### src/hdl/ssl_pkg.sv
// shared types and constants of the stream substring locator
`default_nettype none

package ssl_pkg;

  localparam int DEF_MAX_PATTERN = 16;
  localparam int DEF_COUNT_BITS  = 16;

  localparam int REG_CHARS  = 16;
  localparam int PIDX_BITS  = 4;
  localparam int LEN_BITS   = 5;
  localparam int ADDR_BITS  = 5;
  localparam int DATA_BITS  = 64;

  localparam logic [7:0] NEWLINE_BYTE = 8'h0A;

  typedef enum logic [ADDR_BITS-1:0] {
    ADDR_PATTERN_LENGTH = 5'd0,
    ADDR_PATTERN_LOW    = 5'd8,
    ADDR_PATTERN_HIGH   = 5'd16
  } reg_addr_t;

  typedef struct packed {
    logic [7:0] ch;
    logic       usable;
  } cell_link_t;

  typedef struct packed {
    logic [7:0] ch;
    logic       care;
  } pat_slot_t;

  typedef struct packed {
    logic advance;
    logic flush;
  } cell_ctrl_t;

endpackage

`default_nettype wire

### src/hdl/ssl_cell.sv
// one window cell: holds a character and its usable flag, compares against its pattern slot
`default_nettype none

module ssl_cell (
  input  wire                 clk,
  input  wire                 rst,
  input  ssl_pkg::cell_ctrl_t ctrl,
  input  ssl_pkg::cell_link_t link_in,
  input  ssl_pkg::pat_slot_t  slot,
  output ssl_pkg::cell_link_t link_out,
  output logic                ok
);
  import ssl_pkg::*;

  logic [7:0] ch;
  logic       usable;

  assign link_out.ch     = ch;
  assign link_out.usable = usable;

  // compare on the value about to shift in
  assign ok = ~slot.care | (link_in.usable & (link_in.ch == slot.ch));

  always_ff @(posedge clk) begin
    if (ctrl.advance) begin
      ch <= link_in.ch;
    end
    if (rst) begin
      usable <= 1'b0;
    end else if (ctrl.flush) begin
      usable <= 1'b0;
    end else if (ctrl.advance) begin
      usable <= link_in.usable;
    end
  end

endmodule

`default_nettype wire

### src/hdl/ssl_regs.sv
// configuration registers behind the apb port
`default_nettype none

module ssl_regs #(
  parameter int MAX_PATTERN = ssl_pkg::DEF_MAX_PATTERN
) (
  input  wire                               clk,
  input  wire                               rst,
  input  wire                               psel,
  input  wire                               penable,
  input  wire                               pwrite,
  input  wire  [ssl_pkg::ADDR_BITS-1:0]     paddr,
  input  wire  [ssl_pkg::DATA_BITS-1:0]     pwdata,
  output logic [ssl_pkg::DATA_BITS-1:0]     prdata,
  output logic                              pready,
  output logic [ssl_pkg::LEN_BITS-1:0]      eff_len,
  output logic [ssl_pkg::REG_CHARS-1:0][7:0] pattern_chars
);
  import ssl_pkg::*;

  localparam int CAP = (MAX_PATTERN < REG_CHARS) ? MAX_PATTERN : REG_CHARS;

  logic [LEN_BITS-1:0]  pattern_length;
  logic [DATA_BITS-1:0] pattern_low;
  logic [DATA_BITS-1:0] pattern_high;
  logic                 wr;

  assign pready = 1'b1;
  assign wr     = psel & penable & pwrite;

  always_ff @(posedge clk) begin
    if (rst) begin
      pattern_length <= '0;
      pattern_low    <= '0;
      pattern_high   <= '0;
    end else if (wr) begin
      unique case (reg_addr_t'(paddr))
        ADDR_PATTERN_LENGTH: pattern_length <= pwdata[LEN_BITS-1:0];
        ADDR_PATTERN_LOW:    pattern_low    <= pwdata;
        ADDR_PATTERN_HIGH:   pattern_high   <= pwdata;
        default: ;
      endcase
    end
  end

  always_comb begin
    unique case (reg_addr_t'(paddr))
      ADDR_PATTERN_LENGTH: prdata = {{(DATA_BITS-LEN_BITS){1'b0}}, pattern_length};
      ADDR_PATTERN_LOW:    prdata = pattern_low;
      ADDR_PATTERN_HIGH:   prdata = pattern_high;
      default:             prdata = '0;
    endcase
  end

  assign pattern_chars = {pattern_high, pattern_low};
  assign eff_len = (pattern_length > LEN_BITS'(CAP)) ? LEN_BITS'(CAP) : pattern_length;

endmodule

`default_nettype wire

### src/hdl/stream_substring_locator.sv
// top level: window cell row, line and column counters, two-word result buffer
//
// usage:
//   input channel (in_valid/in_ready) takes one character word per ready cycle with
//   char_byte, first_in_file and file_number. output channel (out_valid/out_ready)
//   gives one word per non-overlapping pattern occurrence within a line:
//   match_file, match_row and match_column (column of the first pattern character).
//   the pattern is set over the apb port: pattern_length at 0x00, pattern_low at
//   0x08, pattern_high at 0x10; a length of zero disables matching.
//   throughput is one character per cycle while in_ready is high: the cell row
//   shifts and compares within the cycle a character is accepted. a result is
//   registered into the output word, or into the second buffer word while the
//   output word is held. a two-word result buffer sits between the sides;
//   in_ready drops only when both buffer words are held by a stalled receiver.
//   reset clears the pattern registers, the usable flags of the cells, sets
//   the row to one and the column to zero.
`default_nettype none

module stream_substring_locator #(
  parameter int MAX_PATTERN = ssl_pkg::DEF_MAX_PATTERN,
  parameter int COUNT_BITS  = ssl_pkg::DEF_COUNT_BITS
) (
  input  wire                           clk,
  input  wire                           rst,
  input  wire                           in_valid,
  output logic                          in_ready,
  input  wire  [7:0]                    char_byte,
  input  wire                           first_in_file,
  input  wire  [7:0]                    file_number,
  output logic                          out_valid,
  input  wire                           out_ready,
  output logic [7:0]                    match_file,
  output logic [15:0]                   match_row,
  output logic [15:0]                   match_column,
  input  wire                           psel,
  input  wire                           penable,
  input  wire                           pwrite,
  input  wire  [ssl_pkg::ADDR_BITS-1:0] paddr,
  input  wire  [ssl_pkg::DATA_BITS-1:0] pwdata,
  output logic [ssl_pkg::DATA_BITS-1:0] prdata,
  output logic                          pready
);
  import ssl_pkg::*;

  localparam logic [COUNT_BITS-1:0] COUNT_MAX = '1;
  localparam logic [COUNT_BITS-1:0] COUNT_ONE = COUNT_BITS'(1);

  typedef struct packed {
    logic [7:0]  file;
    logic [15:0] row;
    logic [15:0] column;
  } result_t;

  logic [LEN_BITS-1:0]        eff_len;
  logic [REG_CHARS-1:0][7:0]  pattern_chars;
  pat_slot_t                  slot     [MAX_PATTERN];
  cell_link_t                 link_in  [MAX_PATTERN];
  cell_link_t                 link_out [MAX_PATTERN];
  logic [MAX_PATTERN-1:0]     ok;
  logic [MAX_PATTERN-1:0]     usable_vec;
  cell_ctrl_t                 ctrl;

  logic                       in_fire;
  logic                       is_nl;
  logic                       hit;
  logic [COUNT_BITS-1:0]      row;
  logic [COUNT_BITS-1:0]      column;
  logic [COUNT_BITS-1:0]      row_base;
  logic [COUNT_BITS-1:0]      col_base;
  logic [COUNT_BITS-1:0]      col_new;
  logic [COUNT_BITS-1:0]      start_col;
  result_t                    res_new;
  result_t                    res_out;
  result_t                    res_skid;
  logic                       skid_valid;
  logic                       pop;

  ssl_regs #(.MAX_PATTERN(MAX_PATTERN)) u_regs (
    .clk           (clk),
    .rst           (rst),
    .psel          (psel),
    .penable       (penable),
    .pwrite        (pwrite),
    .paddr         (paddr),
    .pwdata        (pwdata),
    .prdata        (prdata),
    .pready        (pready),
    .eff_len       (eff_len),
    .pattern_chars (pattern_chars)
  );

  // pattern character aligned to each cell, newest character in the top cell
  always_comb begin
    for (int j = 0; j < MAX_PATTERN; j++) begin
      slot[j].care = (j + int'(eff_len)) >= MAX_PATTERN;
      slot[j].ch   = pattern_chars[PIDX_BITS'(j + int'(eff_len) - MAX_PATTERN)];
    end
  end

  assign in_ready = ~skid_valid;
  assign in_fire  = in_valid & in_ready;
  assign is_nl    = (char_byte == NEWLINE_BYTE);

  genvar g;
  generate
    for (g = 0; g < MAX_PATTERN; g++) begin : g_cell
      if (g == MAX_PATTERN - 1) begin : g_top
        assign link_in[g].ch     = char_byte;
        assign link_in[g].usable = 1'b1;
      end else begin : g_mid
        assign link_in[g].ch     = link_out[g+1].ch;
        assign link_in[g].usable = link_out[g+1].usable & ~first_in_file;
      end
      assign usable_vec[g] = link_out[g].usable;

      ssl_cell u_cell (
        .clk      (clk),
        .rst      (rst),
        .ctrl     (ctrl),
        .link_in  (link_in[g]),
        .slot     (slot[g]),
        .link_out (link_out[g]),
        .ok       (ok[g])
      );
    end
  endgenerate

  assign hit          = in_fire & ~is_nl & (eff_len != '0) & (&ok);
  assign ctrl.advance = in_fire & ~is_nl;
  assign ctrl.flush   = (in_fire & is_nl) | hit;

  // line and column counters
  assign row_base  = first_in_file ? COUNT_ONE : row;
  assign col_base  = first_in_file ? '0 : column;
  assign col_new   = (col_base < COUNT_MAX) ? col_base + COUNT_ONE : COUNT_MAX;
  assign start_col = col_new - COUNT_BITS'(eff_len) + COUNT_ONE;

  always_ff @(posedge clk) begin
    if (rst) begin
      row    <= COUNT_ONE;
      column <= '0;
    end else if (in_fire) begin
      if (is_nl) begin
        row    <= (row_base < COUNT_MAX) ? row_base + COUNT_ONE : COUNT_MAX;
        column <= '0;
      end else begin
        row    <= row_base;
        column <= col_new;
      end
    end
  end

  assign res_new.file   = file_number;
  assign res_new.row    = 16'(row_base);
  assign res_new.column = 16'(start_col);

  // two-word result buffer
  assign pop = out_valid & out_ready;

  always_ff @(posedge clk) begin
    if (rst) begin
      out_valid  <= 1'b0;
      skid_valid <= 1'b0;
    end else if (skid_valid) begin
      if (pop) begin
        res_out    <= res_skid;
        skid_valid <= 1'b0;
      end
    end else if (hit) begin
      if (!out_valid || pop) begin
        res_out   <= res_new;
        out_valid <= 1'b1;
      end else begin
        res_skid   <= res_new;
        skid_valid <= 1'b1;
      end
    end else if (pop) begin
      out_valid <= 1'b0;
    end
  end

  assign match_file   = res_out.file;
  assign match_row    = res_out.row;
  assign match_column = res_out.column;

  a_skid_needs_out: assert property (@(posedge clk) disable iff (rst)
    skid_valid |-> out_valid)
    else $error("skid word held without output word");

  a_nl_clears_column: assert property (@(posedge clk) disable iff (rst)
    (in_fire && is_nl) |=> (column == '0))
    else $error("column not cleared after newline");

  a_hit_flushes_cells: assert property (@(posedge clk) disable iff (rst)
    hit |=> (usable_vec == '0))
    else $error("cells still usable after a match");

  a_hit_gives_word: assert property (@(posedge clk) disable iff (rst)
    hit |=> out_valid)
    else $error("match produced no output word");

endmodule

`default_nettype wire
### config.mk
export PLATFORM = sky130hd
export DESIGN_NAME = stream_substring_locator
export DESIGN_NICKNAME = d
export VERILOG_FILES = /design/src/hdl/ssl_pkg.sv /design/src/hdl/ssl_cell.sv /design/src/hdl/ssl_regs.sv /design/src/hdl/stream_substring_locator.sv
export SDC_FILE = /design/constraint.sdc
export NUM_CORES = 1
export LEC_CHECK = 0
export BUFFER_PORTS_ARGS = -buffer_cell sky130_fd_sc_hd__clkbuf_2
export CELL_PAD_IN_SITES_DETAIL_PLACEMENT = 0
export CELL_PAD_IN_SITES_GLOBAL_PLACEMENT = 1
export CORE_MARGIN = 4
export CORE_UTILIZATION = 40
export DETAILED_ROUTE_END_ITERATION = 16
export PLACE_DENSITY_LB_ADDON = 0.3
export SLEW_MARGIN = 40
export SYNTH_ARGS = -nofsm -noshare
export SYNTH_HDL_FRONTEND = slang
export SYNTH_SLANG_ARGS = --single-unit
### constraint.sdc
create_clock -name clk -period 8.3 [get_ports clk]
set_input_delay 1.245 -clock clk [delete_from_list [all_inputs] [get_ports clk]]
set_output_delay 1.245 -clock clk [all_outputs]
set_load 0.02 [all_outputs]
### Yosys cells after proc, flatten, opt, wreduce, memory -nomap -nowiden

Index checks and enable logic that the tools add are counted.

* register bits after elaboration: 382
* output and inout bits: 107
* logic and storage cells: 292
* bits of input ports: 93

* eq/ne operators: 21
* magnitude comparators: 35
* reduce and logical (&&, ||, !) cells: 15
* muxes and demuxes: 67
* bitwise gates (word level): 76
* $add $sub $neg: 35

Operators with widths (count)
* binary-select mux 8 bit (select 4 bit): 16
* two-way mux 8 bit: 32
* one-hot mux 64 bit (3 select lines): 1
* two-way mux 40 bit: 4
* equality test 8 bit: 16
* less-than comparator 4 x 6 -> 1 bit, second input constant: 16
* two-way mux 16 bit: 6
* >= comparator 6 x 5 -> 1 bit, second input constant: 15
* subtractor 4 x 1 -> 4 bit, second input constant: 16
* adder 16 x 1 -> 16 bit, second input constant: 3
* adder 4 x 5 -> 6 bit, first input constant: 8
* bitwise AND 1 bit: 38
* less-than comparator 16 bit, second input constant: 2
* adder 3 x 5 -> 6 bit, first input constant: 4
* NOT 1 bit: 21
* OR 1 bit: 17
* AND reduction 16 bit: 1
* subtractor 16 x 5 -> 16 bit: 1
* adder 2 x 5 -> 6 bit, first input constant: 2
* equality test 8 x 4 -> 1 bit, second input constant: 1
* AND reduction 4 bit: 2
* two-way mux 1 bit: 7
* adder 1 x 5 -> 6 bit, first input constant: 1
* AND reduction 2 bit: 3
* 13 further kinds: 16

### Longest topological paths before layout

* depth in word-level cells: 14
* mapped depth: 28
* depth with buffers taken out: 23

### Cells and area by module

Synthesis repeated with hierarchy kept, for this count alone.

* cell total of the unflattened synthesis: 2031
* area, all modules: 24795.0 um^2

By module, submodules not included
* stream_substring_locator: cells an instance 1045, seq. area each 3083.0 um^2, times used 1, area each 12408.2 um^2
* ssl_regs: cells an instance 602, seq. area each 2662.6 um^2, times used 1, area each 6301.0 um^2
* ssl_cell: cells an instance 24, seq. area each 260.2 um^2, times used 16, area each 380.4 um^2

### Worst setup path after synthesis

Ideal clock, no wire load.

* path type: register to register
* from: register u_regs.pattern_length[4]
* to: register res_out (netlist bit match_column[0]) (enable)
* period minus slack after synthesis: 6211 ps
* arrival: 5770 ps
* library setup time: 441 ps
* cell stages (with the launch flop): 21
* path buffers: 6
* data required time: 7859 ps
* setup slack: 2089 ps
* cell sequence: dfxtp_1 > and2b_1 > buf_6 > inv_4 > buf_6 > buf_6 > buf_6 > ha_1 > clkinv_1 > xnor2_4 > buf_2 > buf_2 > mux4_2 > mux2i_1 > xor2_1 > nor4_1 > nand4_1 > o21ai_1 > and3b_1 > nand4_1 > a221oi_2

* word-level cells in the longest chain between the ends: 14
* elaborated cells between the ends (all ways): 166
* those cells by class: add/sub (31); order compare (17); eq/ne (16); mux (49); bitwise (49); reduce/logical (4)

Ends and longest elaborated chain
* start, declared: RTL line ssl_regs.sv:23 `logic [LEN_BITS-1:0] pattern_length;`
* start signal, assigned: RTL line ssl_regs.sv:38 `ADDR_PATTERN_LENGTH: pattern_length <= pwdata[LEN_BITS-1:0];`
* greater-than comparator 5 bit: RTL line ssl_regs.sv:56 `assign eff_len = (pattern_length > LEN_BITS'(CAP)) ? LEN_BITS'(CAP) : pattern_length;`
* two-way mux 5 bit (*): RTL line ssl_regs.sv:56
* adder 1 x 5 -> 6 bit, or another cell as far along: RTL line stream_substring_locator.sv:96 `slot[j].ch = pattern_chars[PIDX_BITS'(j + int'(eff_len) - MAX_PATTERN)];`
* subtractor 4 x 1 -> 4 bit: RTL line stream_substring_locator.sv:96
* binary-select mux 8 bit (select 4 bit): RTL line stream_substring_locator.sv:96
* two-way mux 8 bit (implied by the code) (2 in series): RTL line stream_substring_locator.sv:96
* equality test 8 bit: RTL line ssl_cell.sv:22 `assign ok = ~slot.care | (link_in.usable & (link_in.ch == slot.ch));`
* bitwise AND 1 bit: RTL line ssl_cell.sv:22
* OR 1 bit: RTL line ssl_cell.sv:22
* AND reduction 16 bit: RTL line stream_substring_locator.sv:128 `assign hit = in_fire & ~is_nl & (eff_len != '0) & (&ok);`
* bitwise AND 1 bit (*): RTL line stream_substring_locator.sv:128
* nonzero test 2 bit (no source line) (*)
* AND reduction 4 bit (no source line) (*)
* end signal, assigned: RTL line stream_substring_locator.sv:166 `res_out <= res_skid;`
* end signal, assigned: RTL line stream_substring_locator.sv:171 `res_out <= res_new;`
* end, declared: RTL line stream_substring_locator.sv:73 `result_t res_out;`

Mark *: on every way between the ends. The rest lies on a longest branch, timed or not. The select of a mux whose other input is x is not followed.
A chain may end at the register's enable or synchronous reset.

### Worst setup path after layout

* from: register u_regs.pattern_length[1]
* to: register res_skid[12] (netlist name) (enable)

* word-level cells in the longest chain between the ends: 13
* elaborated cells between the ends (all ways): 165
* those cells by class: add/sub (31); order compare (17); eq/ne (16); mux (49); bitwise (49); reduce/logical (3)

Ends and longest elaborated chain
* greater-than comparator 5 bit: RTL line ssl_regs.sv:56
* two-way mux 5 bit (*): RTL line ssl_regs.sv:56
* adder 1 x 5 -> 6 bit, or another cell as far along: RTL line stream_substring_locator.sv:96
* subtractor 4 x 1 -> 4 bit: RTL line stream_substring_locator.sv:96
* binary-select mux 8 bit (select 4 bit): RTL line stream_substring_locator.sv:96
* two-way mux 8 bit (implied by the code) (2 in series): RTL line stream_substring_locator.sv:96
* equality test 8 bit: RTL line ssl_cell.sv:22
* bitwise AND 1 bit: RTL line ssl_cell.sv:22
* OR 1 bit: RTL line ssl_cell.sv:22
* AND reduction 16 bit: RTL line stream_substring_locator.sv:128
* bitwise AND 1 bit (*): RTL line stream_substring_locator.sv:128
* AND reduction 4 bit (no source line) (*)
* end signal, assigned: RTL line stream_substring_locator.sv:174 `res_skid <= res_new;`
* end, declared: RTL line stream_substring_locator.sv:74 `result_t res_skid;`

Marks and branches as above.

==> results.md <==
* Status: complete, no violations
* Switching fraction of total power at 0.242
* Ys flop type: edfxtp_1
* WL/cell at about 31 um
* Routed vias at 23987
* HP Class: reg2reg
* Critical Path Start: u_regs.pattern_length[1]$_SDFFE_PP0P_
* Hold_ws at approximately 470 ps
* Initial Util at 0.403
* Synth async-reset ratio at 0
* DRT antenna net count at 0
* Vias in the first global route at around 23000
* Post-CTS Hold Fix Bufs at 0
* Nets at 2997
* Die Footprint at ~0.070 mm2
* Largest net degree at the start of global routing at 94
* Synth warn at 0
* Syn_nets at 2896
* Slew margin rel. at 0.367
* Vias/cell at between 6 and 7
* Sequential power share at 0.487
* Data required, critical path at 8520 ps
* Crit-path max FO at 40
* RSZ-0062 raised after global routing: false
* Slowest-stage cell, CP: ha_2
* CTS sink count at approximately 380
* Layout cells sized above 1 at 0.199
* Post-CTS setup buffer count at 0
* P per Cell Area at between 100 and 150 mW/mm2
* Chip width at around 270 um
* CTS tree: done
* Mean Syn Cell Area at between 9 and 10 um2
* Mapped Cells at approximately 2800
* Drt initial violations at ~2800
* Total core area at between 0.06 and 0.07 mm2
* CP bufs+invs at 4
* Die span in y at between 200 and 300 um
* Gpl congestion at approximately 1.0
* I/O Pins at 200
* Clock transition at path regs at roughly 60 ps
* Post-Route WL at ~120000 um
* Worst-Margin Slew at just over 900 ps
* Clock network power share at 0.466
* Post-cts sizing count at 0
* Clock Tree Buf Depth at 3
* Yosys cell types at just over 100
* DR pass1 iterations at 5
* Crit Path Class: reg2reg
* CTS root buffer: clkbuf_16
* Setup violations, final at 0
* Number of synthesized flops with an enable pin at 200
* #FFs+latches synth at 382
* Area of the mapped netlist at approximately 0.026 mm2
* Layout area overhead at 12.2%
* Fin. max-slew vios at 0
* Total GRT Usage at 0.322
* Achievable Freq at 150 MHz
* Logic pwr share at 0.047
* Fin Setup TNS at 0 ps
* Pre-CTS WS at ~1900 ps
* Clock skew at slightly below 40 ps
* Max_cap viols at 0
* CP arrival at between 6000 and 7000 ps
* IO buf count at between 150 and 200
* Fin crit share at 0.802
* Crit path time final at around 6700 ps
* Crit start category: flop
* Drt drc at 0
* R2R Path Start: u_regs.pattern_length[1]$_SDFFE_PP0P_
* Critical Path Max Stage Delay at between 700 and 800 ps
* Clock Latency Late Sink at 610 ps
* Cts bufs inserted at between 40 and 50
* Global-route wire length before repair at approximately 170000 um
* NetSw at 1.04 mW
* H-tree levels at 2
* Critical Path, Cell by Cell: nor2b_1 -> buf_4 -> inv_2 -> ha_2 -> clkinv_1 -> xnor2_4 -> mux4_2 -> a211oi_1 -> xor2_1 -> nor4_1 -> nand4_1 -> o21ai_1 -> and3b_1 -> nand4_1 -> nor2_4 -> buf_4
* Final WS setup at approximately 1600 ps
* Global route total overflow at 0
* Hold Vio Cnt, Final at 0
* Sequential fraction of the synthesis area at 0.365
* Setup crit end kind: flop
* Antenna violations before repair at 3
* Hold Startpoint: g_cell[10].u_cell.ch[6]$_DFFE_PP_
* CP delay by family, top: simple AND/OR/NAND/NOR gates
* Rows at 94
* Cell-internal power at roughly 3.3 mW
* Leak at between 10 and 15 nW
* HPWL Detailed at roughly 88000 um
* Maximum vdd drop at between 0.1 and 0.15 mV
[final cells by class]
cell class,instances,area [um2]
multi-input cells,2124,15600
clock inverters,23,240
inverters,47,184
well taps,864,1080
repair buffers,278,1640
clock buffers,60,1230
diodes,1,2.50
flip-flops and latches,382,9660
fillers,6373,35900
[power by group through the flow]
stage	sequential [mW]	combinational (mW)	clock, mW
floorplan	2.10	0.116	0
CTS	2.09	0.196	2.04
global placement	2.13	0.193	0
global route	2.09	0.214	2.11
detailed placement	2.13	0.196	0
finish	2.09	0.200	2.00
[placed cells by master, fill, tap and decap left out, types with 49 or more instances in the layout]
master and count:
buf_4 74, dfxtp_1 179, o21ai_0 55, mux2i_1 310, xor2_1 89, nor3_1 49
a21oi_1 204, a22o_1 70, mux2_2 68, edfxtp_1 200, xnor2_1 71, nor2_1 122
clkbuf_2 197, nand2_1 454, mux4_2 55, o22ai_1 53, nand3_1 56
[cells in the mapped netlist (all sizes together) (6+ instances only)]
master,number,area [um2]
a31oi,23,144
inv,46,178
nor3,65,380
nand2,456,1710
o221ai,10,87.6
mux2i,343,3500
nor2b,23,144
a32oi,12,105
nand2b,9,63.8
dfxtp,182,3640
a2111oi,7,80.1
buf,104,767
a22oi,44,330
nand3,56,280
or2,6,37.5
nand4,24,150
nor2,128,500
o21ai,60,300
xor2,90,796
a22o,70,613
xnor2,73,666
nor3b,11,87.6
a21o,8,60.1
nor4,24,163
clkbuf,120,450
ha,25,313
o31ai,11,82.6
mux4,57,1290
and3,18,113
mux2,68,766
o22ai,53,332
a221oi,25,257
edfxtp,200,6010
a21oi,206,1030
a211oi,28,210
and2,6,37.5
[routing by layer]
layer / global-route usage / up-vias / wire length, um
li1: - / 10517 / -
met5: 0 / - / 15
met3: 0.0570 / 299 / 9590
met4: 0.175 / 2 / 8070
met2: 0.507 / 1315 / 52400
met1: 0.423 / 11854 / 47500
[through the flow]
stage	util	cell area, um2	total power, mW	cells
floorplan	-	26500	2.21	2777
global placement	0.427	28000	2.32	3693
detailed placement	0.429	28200	2.33	3695
CTS	0.452	29600	4.32	3778
global route	0.452	29700	4.41	3778
finish	0.452	29700	4.29	3779
[cells by family (layout without fill, tap and decap cells)]
kind of cell,count (synthesis),in the layout,share of synthesized area
AOI/OAI and AO/OA,610,610,0.155
xor gates and xnor gates,163,163,0.0552
adders and majority gates,26,26,0.0126
buffers and inverters,271,408,0.0529
DFF,382,382,0.365
muxes,468,468,0.210
other,1,2,0.000142
and+or+nand+nor,856,856,0.149
[worst register-to-register path: cells and delay by family (launching register included)]
| kind | cells | cell delay, ps |
|---|---|---|
| flops | 1 | 310 |
| fa+ha+maj | 1 | 730 |
| buf+inv | 4 | 1600 |
| xor+xnor | 2 | 790 |
| compound gates | 2 | 540 |
| mux | 1 | 590 |
| simple gates | 6 | 1690 |
[sequential cells by signal, summed over array words and instances, names as in the netlist]
name,flops
u_regs.pattern_high,64
match_row,16
u_regs.pattern_low,64
u_regs.pattern_length,5
g_cell.u_cell.usable,15
match_file,8
out_valid,1
match_column,16
skid_valid,1
g_cell.u_cell.ch,120
row,16
res_skid,40
column,16
[path summary, 6_finish.rpt]
kind	to	slack, ps	cells past startpoint
setup / recovery	res_skid[12]$_DFFE_PP_	1640	16
hold / removal	g_cell[9].u_cell.ch[6]$_DFFE_PP_	470	0
setup reg to reg	res_skid[12]$_DFFE_PP_	1640	16
hold reg to reg	g_cell[9].u_cell.ch[6]$_DFFE_PP_	470	0
(Power assumes the default switching activity.)
